`src/rtl/ssl_pkg.sv`:
```
package ssl_pkg;

  localparam int CHANNELS_DEF = 3;
  localparam int OUT_LEDS     = 3;

  localparam logic [7:0] STAR_BYTE  = 8'h2A;
  localparam logic [7:0] DIGIT_BASE = 8'd48;
  localparam logic [7:0] MODE_ON    = 8'd4;
  localparam logic [7:0] MODE_RESET = 8'd5;

  // per-channel command from the capture logic
  typedef struct packed {
    logic       tick;
    logic       load;
    logic [7:0] value;
  } chan_ctrl_t;

endpackage

```
`src/rtl/ssl_channel.sv`:
```
module ssl_channel
  import ssl_pkg::*;
(
  input  logic       clk,
  input  logic       rst_n,
  input  chan_ctrl_t ctrl,
  output logic       led_nxt
);

  logic [7:0] mode_r, mode_nxt;
  logic [7:0] cnt_r, cnt_nxt;
  logic       led_r;
  logic [7:0] cnt_dec;

  assign cnt_dec = cnt_r - 8'd1;

  always_comb begin
    mode_nxt = mode_r;
    cnt_nxt  = cnt_r;
    led_nxt  = led_r;
    if (ctrl.load) begin
      mode_nxt = ctrl.value;
      cnt_nxt  = ctrl.value;
    end else if (ctrl.tick) begin
      if (mode_r < MODE_ON) begin
        if (cnt_dec == 8'd0) begin
          led_nxt = ~led_r;
          cnt_nxt = mode_r;
        end else begin
          cnt_nxt = cnt_dec;
        end
      end else if (mode_r == MODE_ON) begin
        led_nxt = 1'b1;
      end else begin
        led_nxt = 1'b0;
      end
    end
  end

  always_ff @(posedge clk) begin
    if (!rst_n) begin
      mode_r <= MODE_RESET;
      cnt_r  <= 8'd0;
      led_r  <= 1'b0;
    end else begin
      mode_r <= mode_nxt;
      cnt_r  <= cnt_nxt;
      led_r  <= led_nxt;
    end
  end

endmodule

```
`src/rtl/serial_set_led_blink_controller.sv`:
```
// LED blink controller set over a serial byte stream. Each input word is
// either a received byte (in_tuser = 0) or one timer tick (in_tuser = 1).
// A '*' byte toggles capture; while capturing, the next bytes set the modes
// of channel 0, 1, ... as (byte - 48), and capture closes after the last
// channel. On a tick, modes 0-3 count down and toggle the LED on reaching
// zero (mode 0 every 256 ticks), mode 4 holds the LED on, anything else off.
// Every input word yields one output word with the LED levels after that
// word. Rate: one word per cycle while in_tready is high; all channel
// updates are a single combinational step from the channel registers,
// and output and skid registers keep the input open while one result waits.
module serial_set_led_blink_controller
  import ssl_pkg::*;
#(
  parameter int CHANNELS = CHANNELS_DEF
) (
  input  logic       clk,
  input  logic       rst_n,
  input  logic       in_tvalid,
  output logic       in_tready,
  input  logic [7:0] in_tdata,   // [7:0] rx_byte
  input  logic       in_tuser,   // [0] action
  output logic       out_tvalid,
  input  logic       out_tready,
  output logic [7:0] out_tdata   // [0] led0, [1] led1, [2] led2, [7:3] zero
);

  localparam int IDX_W = (CHANNELS > 1) ? $clog2(CHANNELS) : 1;

  logic             in_acc;
  logic             is_byte, is_star;
  logic             cap_r, cap_nxt;
  logic [IDX_W-1:0] idx_r, idx_nxt;
  logic [7:0]       mode_val;
  logic [CHANNELS-1:0] led_vec;
  logic [OUT_LEDS-1:0] res;

  logic       out_valid_r, skid_valid_r;
  logic [7:0] out_data_r, skid_data_r;
  logic [7:0] res_word;

  assign in_tready = !skid_valid_r;
  assign in_acc    = in_tvalid && in_tready;
  assign is_byte   = in_acc && !in_tuser;
  assign is_star   = in_tdata == STAR_BYTE;
  assign mode_val  = in_tdata - DIGIT_BASE;

  always_comb begin
    cap_nxt = cap_r;
    idx_nxt = idx_r;
    if (is_byte) begin
      if (is_star) begin
        cap_nxt = ~cap_r;
        idx_nxt = '0;
      end else if (cap_r) begin
        if (idx_r == IDX_W'(CHANNELS - 1)) begin
          cap_nxt = 1'b0;
          idx_nxt = '0;
        end else begin
          idx_nxt = idx_r + 1'b1;
        end
      end
    end
  end

  always_ff @(posedge clk) begin
    if (!rst_n) begin
      cap_r <= 1'b0;
      idx_r <= '0;
    end else begin
      cap_r <= cap_nxt;
      idx_r <= idx_nxt;
    end
  end

  for (genvar c = 0; c < CHANNELS; c++) begin : g_chan
    chan_ctrl_t ctrl;
    assign ctrl.tick  = in_acc && in_tuser;
    assign ctrl.load  = is_byte && !is_star && cap_r && (idx_r == IDX_W'(c));
    assign ctrl.value = mode_val;

    ssl_channel u_chan (
      .clk     (clk),
      .rst_n   (rst_n),
      .ctrl    (ctrl),
      .led_nxt (led_vec[c])
    );
  end

  // channels beyond the count read as off
  for (genvar j = 0; j < OUT_LEDS; j++) begin : g_res
    if (j < CHANNELS) begin : g_on
      assign res[j] = led_vec[j];
    end else begin : g_off
      assign res[j] = 1'b0;
    end
  end

  assign res_word = {{(8 - OUT_LEDS){1'b0}}, res};

  // output register with skid word behind it
  always_ff @(posedge clk) begin
    if (!rst_n) begin
      out_valid_r  <= 1'b0;
      skid_valid_r <= 1'b0;
    end else if (!out_valid_r || out_tready) begin
      if (skid_valid_r) begin
        out_valid_r  <= 1'b1;
        skid_valid_r <= 1'b0;
      end else begin
        out_valid_r <= in_acc;
      end
    end else if (in_acc) begin
      skid_valid_r <= 1'b1;
    end
  end

  always_ff @(posedge clk) begin
    if (!out_valid_r || out_tready) begin
      if (skid_valid_r) begin
        out_data_r <= skid_data_r;
      end else if (in_acc) begin
        out_data_r <= res_word;
      end
    end else if (in_acc) begin
      skid_data_r <= res_word;
    end
  end

  assign out_tvalid = out_valid_r;
  assign out_tdata  = out_data_r;

endmodule

```
`config.mk`:
```
export PLATFORM = sky130hd
export DESIGN_NAME = serial_set_led_blink_controller
export DESIGN_NICKNAME = d
export VERILOG_FILES = /design/src/rtl/ssl_pkg.sv /design/src/rtl/ssl_channel.sv /design/src/rtl/serial_set_led_blink_controller.sv
export SDC_FILE = /design/constraint.sdc
export NUM_CORES = 1
export LEC_CHECK = 0
export ABC_CLOCK_PERIOD_IN_PS = 3200
export BUFFER_PORTS_ARGS = -buffer_cell sky130_fd_sc_hd__buf_2
export CAP_MARGIN = 5
export CORE_MARGIN = 2
export CORE_UTILIZATION = 40
export DETAILED_ROUTE_END_ITERATION = 10
export PLACE_DENSITY = 0.57
export SLEW_MARGIN = 20
export SYNTH_ARGS = -nofsm -noshare
export SYNTH_HDL_FRONTEND = slang
export SYNTH_SLANG_ARGS = --single-unit
```
`constraint.sdc`:
```
create_clock -name clk -period 3.2 [get_ports clk]
set_input_delay 0.64 -clock clk [delete_from_list [all_inputs] [get_ports clk]]
set_output_delay 0.64 -clock clk [all_outputs]
set_load 0.1 [all_outputs]
```
# ---- Yosys cells after proc, flatten, opt, wreduce, memory -nomap -nowiden
# Cells that the tools add are included.
# W data, S select, Z words.
dict set report word_totals {
  register_bits 62
  input_bits 13
  output_inout_bits 10
  wordCells 103
}
dict set report classes {
  addsub 5
  n_lt_le_gt_ge 3
  eq_ne 6
  muxes 36
  bitwise 6
  reduce_logical 32
}
# operator n
set ops {}
lappend ops {{$mux W8} 12}
lappend ops {{$eq A8 B3 Y1 const B} 3}
lappend ops {{$logic_not A8 Y1} 3}
lappend ops {{$lt A8 B3 Y1 const B} 3}
lappend ops {{$sub A8 B1 Y8 const B} 3}
lappend ops {{$mux W1} 19}
lappend ops {{$reduce_bool A2 Y1} 8}
lappend ops {{$reduce_and A2 Y1} 6}
lappend ops {{$eq A8 B6 Y1 const B} 1}
lappend ops {{$logic_and A1 B1 Y1} 8}
lappend ops {{$sub A8 B6 Y8 const B} 1}
lappend ops {{$mux W2} 3}
lappend ops {{$mux W3} 2}
lappend ops {{$not A1 Y1} 6}
lappend ops {{$logic_not A1 Y1} 4}
lappend ops {{$add A2 B1 Y2 const B} 1}
lappend ops {{$eq A2 B1 Y1 const B} 1}
lappend ops {{$eq A2 B2 Y1 const B} 1}
lappend ops {{$logic_not A2 Y1} 1}
lappend ops {{$reduce_or A2 Y1} 1}
lappend ops {{$logic_or A1 B1 Y1} 1}

# ---- Logic depth before layout (Yosys ltp)
dict set report depth {
  word_depth 9
  mapped_depth 10
  ltp_nobuf 8
}

# ---- Cells and area by module
# From an unflattened synthesis, not the netlist that was laid out.
dict set report hier_totals {
  cells_unflattened 434
  hier_area_um2 3852.4
}
# mod n_inst cells_per_inst area_each_um2
set by_module_without_submodules {}
lappend by_module_without_submodules {ssl_channel 3 125 1063.5}
lappend by_module_without_submodules {serial_set_led_blink_controller 1 59 661.9}

# ---- Least setup slack after synthesis
# No wires, ideal clock.
dict set report synth_path {
  path_kind {reg-to-reg}
  startpoint {register g_chan[0].u_chan.cnt_r[0]}
  endpoint {register g_chan[0].u_chan.cnt_r[0]}
  t_arrival_ns 2.124
  required_time_ns 3.072
  slack_ns 0.949
  stages_incl_launch_ff 9
  period_less_slack_ns 2.251
  path_cell_list {dfxtp_1 > inv_1 > ha_1 > nor3b_2 > a21o_1 > a211oi_2 > mux2_2 > a222oi_1 > nor2_1}
}
dict set report synth_via {
  elab_chain_len 6
}
# item line
set synth_rtl {}
lappend synth_rtl {{start: declaration} ssl_channel.sv:11} ;# logic [7:0] cnt_r, cnt_nxt;
lappend synth_rtl {{start signal: assignment} ssl_channel.sv:47} ;# cnt_r <= cnt_nxt;
lappend synth_rtl {{$sub A8 B1 Y8 *} ssl_channel.sv:15} ;# assign cnt_dec = cnt_r - 8'd1;
lappend synth_rtl {{$logic_not A8 Y1} ssl_channel.sv:26} ;# if (cnt_dec == 8'd0) begin
lappend synth_rtl {{$mux W8 *} ssl_channel.sv:26}
lappend synth_rtl {{$mux W8 *} ssl_channel.sv:25} ;# if (mode_r < MODE_ON) begin
lappend synth_rtl {{$mux W8 *} ssl_channel.sv:24} ;# end else if (ctrl.tick) begin
lappend synth_rtl {{$mux W8 *} ssl_channel.sv:21} ;# if (ctrl.load) begin
# Every way passes the cells marked *; elsewhere a longest branch is shown, timed or not. The select of a mux whose other input is x is not followed.
# A chain may end at the register's enable or synchronous reset.

# ---- Worst setup path after layout
dict set report layout_path {
  startpoint {register g_chan[1].u_chan.cnt_r[0]}
  endpoint {register out_data_r[1], in the netlist out_tdata[1], data pin}
}
dict set report layout_via {
  elab_chain_len 8
}
# item line
set layout_rtl {}
lappend layout_rtl {{start: declaration} ssl_channel.sv:11}
lappend layout_rtl {{start signal: assignment} ssl_channel.sv:47}
lappend layout_rtl {{$sub A8 B1 Y8} ssl_channel.sv:15}
lappend layout_rtl {{$logic_not A8 Y1} ssl_channel.sv:26}
lappend layout_rtl {{$mux W1} ssl_channel.sv:26}
lappend layout_rtl {{$mux W1} ssl_channel.sv:25}
lappend layout_rtl {{$mux W1} ssl_channel.sv:24}
lappend layout_rtl {{$mux W1} ssl_channel.sv:21}
lappend layout_rtl {{$mux W3} serial_set_led_blink_controller.sv:121} ;# end else if (in_acc) begin
lappend layout_rtl {{$mux W3} serial_set_led_blink_controller.sv:119} ;# if (skid_valid_r) begin
lappend layout_rtl {{end signal: assignment} serial_set_led_blink_controller.sv:120} ;# out_data_r <= skid_data_r;
lappend layout_rtl {{end signal: assignment} serial_set_led_blink_controller.sv:122} ;# out_data_r <= res_word;
lappend layout_rtl {{end: declaration} serial_set_led_blink_controller.sv:38} ;# logic [7:0] out_data_r, skid_data_r;
# No other way between the ends. The select of a mux whose other input is x is not followed.

==> summary.md <==
| Metric | Value |
|---|---|
| Final nets | `436` |
| Worst EP arrival | `2.58 ns` |
| Starting DRT DRC Count | `137` |
| Seq cells post-synth | `62` |
| Finish-stage setup viols | `0` |
| CTS root buf | `clkbuf_8` |
| # H-tree levels | `3` |
| Die Area | `8960 sq um` |
| Leak | `1.37 nW` |
| Initial antenna violation count | `0` |
| Max incr delay on CP | `0.45 ns` |
| Slowest CP cell | `nor3b_2` |
| Final ANT Viol Nets | `0` |
| Commonest non-fill, non-tap cells in the layout | `nand2_1, dfxtp_1, nor2_1` |
| Setup TNS | `0 ns` |
| Cts repair resizes | `0` |
| Largest cells by area after synthesis | `dfxtp_1, nand2_1, a21oi_1, edfxtp_1, nor2_1` |
| Commonest non-fill, non-tap cell in the layout | `nand2_1` |
| CP Launch Type | `flip-flop` |
| RD Place Congestion | `0.857` |
| CP Capture Type | `flip-flop` |
| Worst setup margin | `0.694 ns` |
| Core box area | `8090 sq um` |
| Post-place setup slack | `0.614 ns` |
| Post-synth cell types | `66` |
| Number of synthesized flops with an enable pin | `6` |
| Worst-Margin Slew | `0.994 ns` |
| CTS buffer count | `9` |
| P&R area growth vs syn | `13.5%` |
| Clk_lat worst skew | `0.34 ns` |
| Worst VDD drop | `0.304 mV` |
| Final Hold Viols | `0` |
| Overflow after GRT | `0` |
| Hold slack | `0.455 ns` |
| Synthesized area | `3290 sq um` |
| Met1 Usage GRT | `26.8%` |
| Port Buf Inserts | `17` |
| CTS clk-pin slew, worst paths | `0.08 ns` |
| Met3 Use GR | `4.39%` |
| Gr busiest metal | `met2` |
| DRC viols | `0` |
| Period minus WS final | `2.51 ns` |
| Drt pass-1 iters | `8` |
| Post-synth top area cell | `dfxtp_1` |
| CTS Hold Bufs | `0` |
| Max-slew violation count | `0` |
| Number of global-route vias before repair | `2,601` |
| RSZ-0062 raised after global routing | `no` |
| Vias | `2,827` |
| Setup Fix Bufs, Post-CTS | `0` |
| Synth Instances | `397` |
| Cell Pwr Density | `494 nW/um^2` |
| Largest net degree at the start of global routing | `28` |
| Chip width | `94.7 um` |
| Worst Path Required | `3.27 ns` |
| Sequential area share after synthesis | `39.6%` |
| Multi-input gate area | `1830 sq um` |
| Worst clock skew | `0.00739 ns` |
| Buffer and inverter count on the worst path | `1` |
| Starting density of the core | `40.6%` |
| Max-cap viol count | `0` |
| Seq. cell area | `1300 sq um` |
| Max clock buf depth | `2` |
| Max frequency | `399 MHz` |
| Fill cell total of the finished layout | `807` |
| Share of the synthesized area in the top cell type | `34.1%` |
| Post-Route WL | `7960 um` |
| Row count | `33` |
| Status | `finished, final reports clean` |
| IO Pins | `23` |
| Syn Area/Cell | `8.28 sq um` |
| Wire length of the first global-routing pass | `13,000 um` |
| Met2 Use GR | `28.5%` |
| Layout cell share with drive strength beyond 1 | `14.3%` |
| Die H | `94.7 um` |
| WL per Instance | `15.2 um` |
| Crit path cell chain | `inv_1 -> ha_1 -> or3b_1 -> nor3_1 -> xor2_1 -> nor3b_2 -> mux2i_1 -> o221ai_1` |
| Total track usage | `18.7%` |
| Worst-path maximum fanout | `7` |
| ANT cells | `0` |
| Tcrit/Tclk final | `78.3%` |
| Crit path max-delay family | `simple AND/OR/NAND/NOR gates` |
| Hpwl dp | `5660 um` |
| Clock Sinks | `62` |
| Kind of critical path | `flip-flop to flip-flop` |
| Worst hold path type | `flip-flop to flip-flop` |
| Synth async-reset ratio | `0%` |
| Most common flop cell mapped by yosys | `dfxtp_1` |
| Vias per cell | `5.38` |
| Slew headroom | `33.7%` |
| CTS tree | `built` |
| Yosys warns | `0` |
[cell usage after synthesis (all sizes together) (5+ instances only)]
library cell	n
and3	7
clkbuf	10
buf	11
ha	8
nor3b	5
edfxtp	6
o21a	5
xnor2	12
dfxtp	56
nand3	11
a31oi	6
nand2	57
o21ai	15
a21oi	38
or4	5
nor4	5
nor2	43
o211ai	6
nor3	14
inv	17
[power by group]
group	internal, mW	switching (mW)
clock network	0.600	0.330
logic	0.0236	0.100
registers	0.788	0.00274
[kinds of logic (layout without fill, tap and decap cells)]
family	after synthesis	after routing	synth area share, %
xor gates and xnor gates	16	16	4.26
and+or+nand+nor	172	172	27.3
muxes	5	5	1.60
adders and majority gates	8	8	3.04
other	1	5	0.114
AOI/OAI and AO/OA	95	95	18.9
buffers and inverters	38	57	5.25
DFF	62	62	39.6
[per-layer routing]
layer | wire [um] | part of all wire (%) | vias to the layer above
met5 | 0 | 0 | -
met1 | 4120 | 52 | 1336
met2 | 3540 | 44 | 49
met3 | 219 | 2.8 | 8
li1 | - | - | 1434
met4 | 72 | 0.91 | 0
[cell type report]
cell class | instances | area share [%]
multi-input cells | 301 | 49.0
flip-flops and latches | 62 | 34.9
clock inverters | 7 | 3.89
repair buffers | 24 | 3.69
well taps | 105 | 3.52
clock buffers | 9 | 3.32
inverters | 17 | 1.71
[worst paths after layout]
path / startpoint / end / slack [ns] / depth (start not counted)
max reg2reg: g_chan[1].u_chan.cnt_r[0] / out_tdata[1] / 0.69 / 8
max: g_chan[1].u_chan.cnt_r[0] / out_tdata[1] / 0.69 / 8
min reg2reg: g_chan[0].u_chan.mode_r[3] / g_chan[0].u_chan.mode_r[3] / 0.45 / 2
min: g_chan[0].u_chan.mode_r[3] / g_chan[0].u_chan.mode_r[3] / 0.45 / 2
[worst min-delay path: cells and delay by family, from the launching register on]
| family | cells | cell delay [ns] |
|---|---|---|
| AOI/OAI and AO/OA | 1 | 0.05 |
| DFF | 1 | 0.31 |
| and+or+nand+nor | 1 | 0.05 |
[registers in the layout, summed over array words and instances, names as in the netlist]
signal and flops:
out_tdata 3, g_chan.u_chan.cnt_r 24, cap_r 1, skid_valid_r 1, skid_data_r 3, idx_r 2
g_chan.u_chan.mode_r 24, g_chan.u_chan.led_r 3, out_tvalid 1
[through the flow]
stage | power (mW) | instance area [sq um] | utilization, % | cells
floorplan | 0.904 | 3300 | - | 401
global placement | 0.933 | 3460 | 42.8 | 509
detailed placement | 0.933 | 3460 | 42.8 | 509
CTS | 1.87 | 3730 | 46.1 | 525
global route | 1.90 | 3730 | 46.1 | 525
finish | 1.85 | 3730 | 46.1 | 525
(Power assumes the default switching activity.)
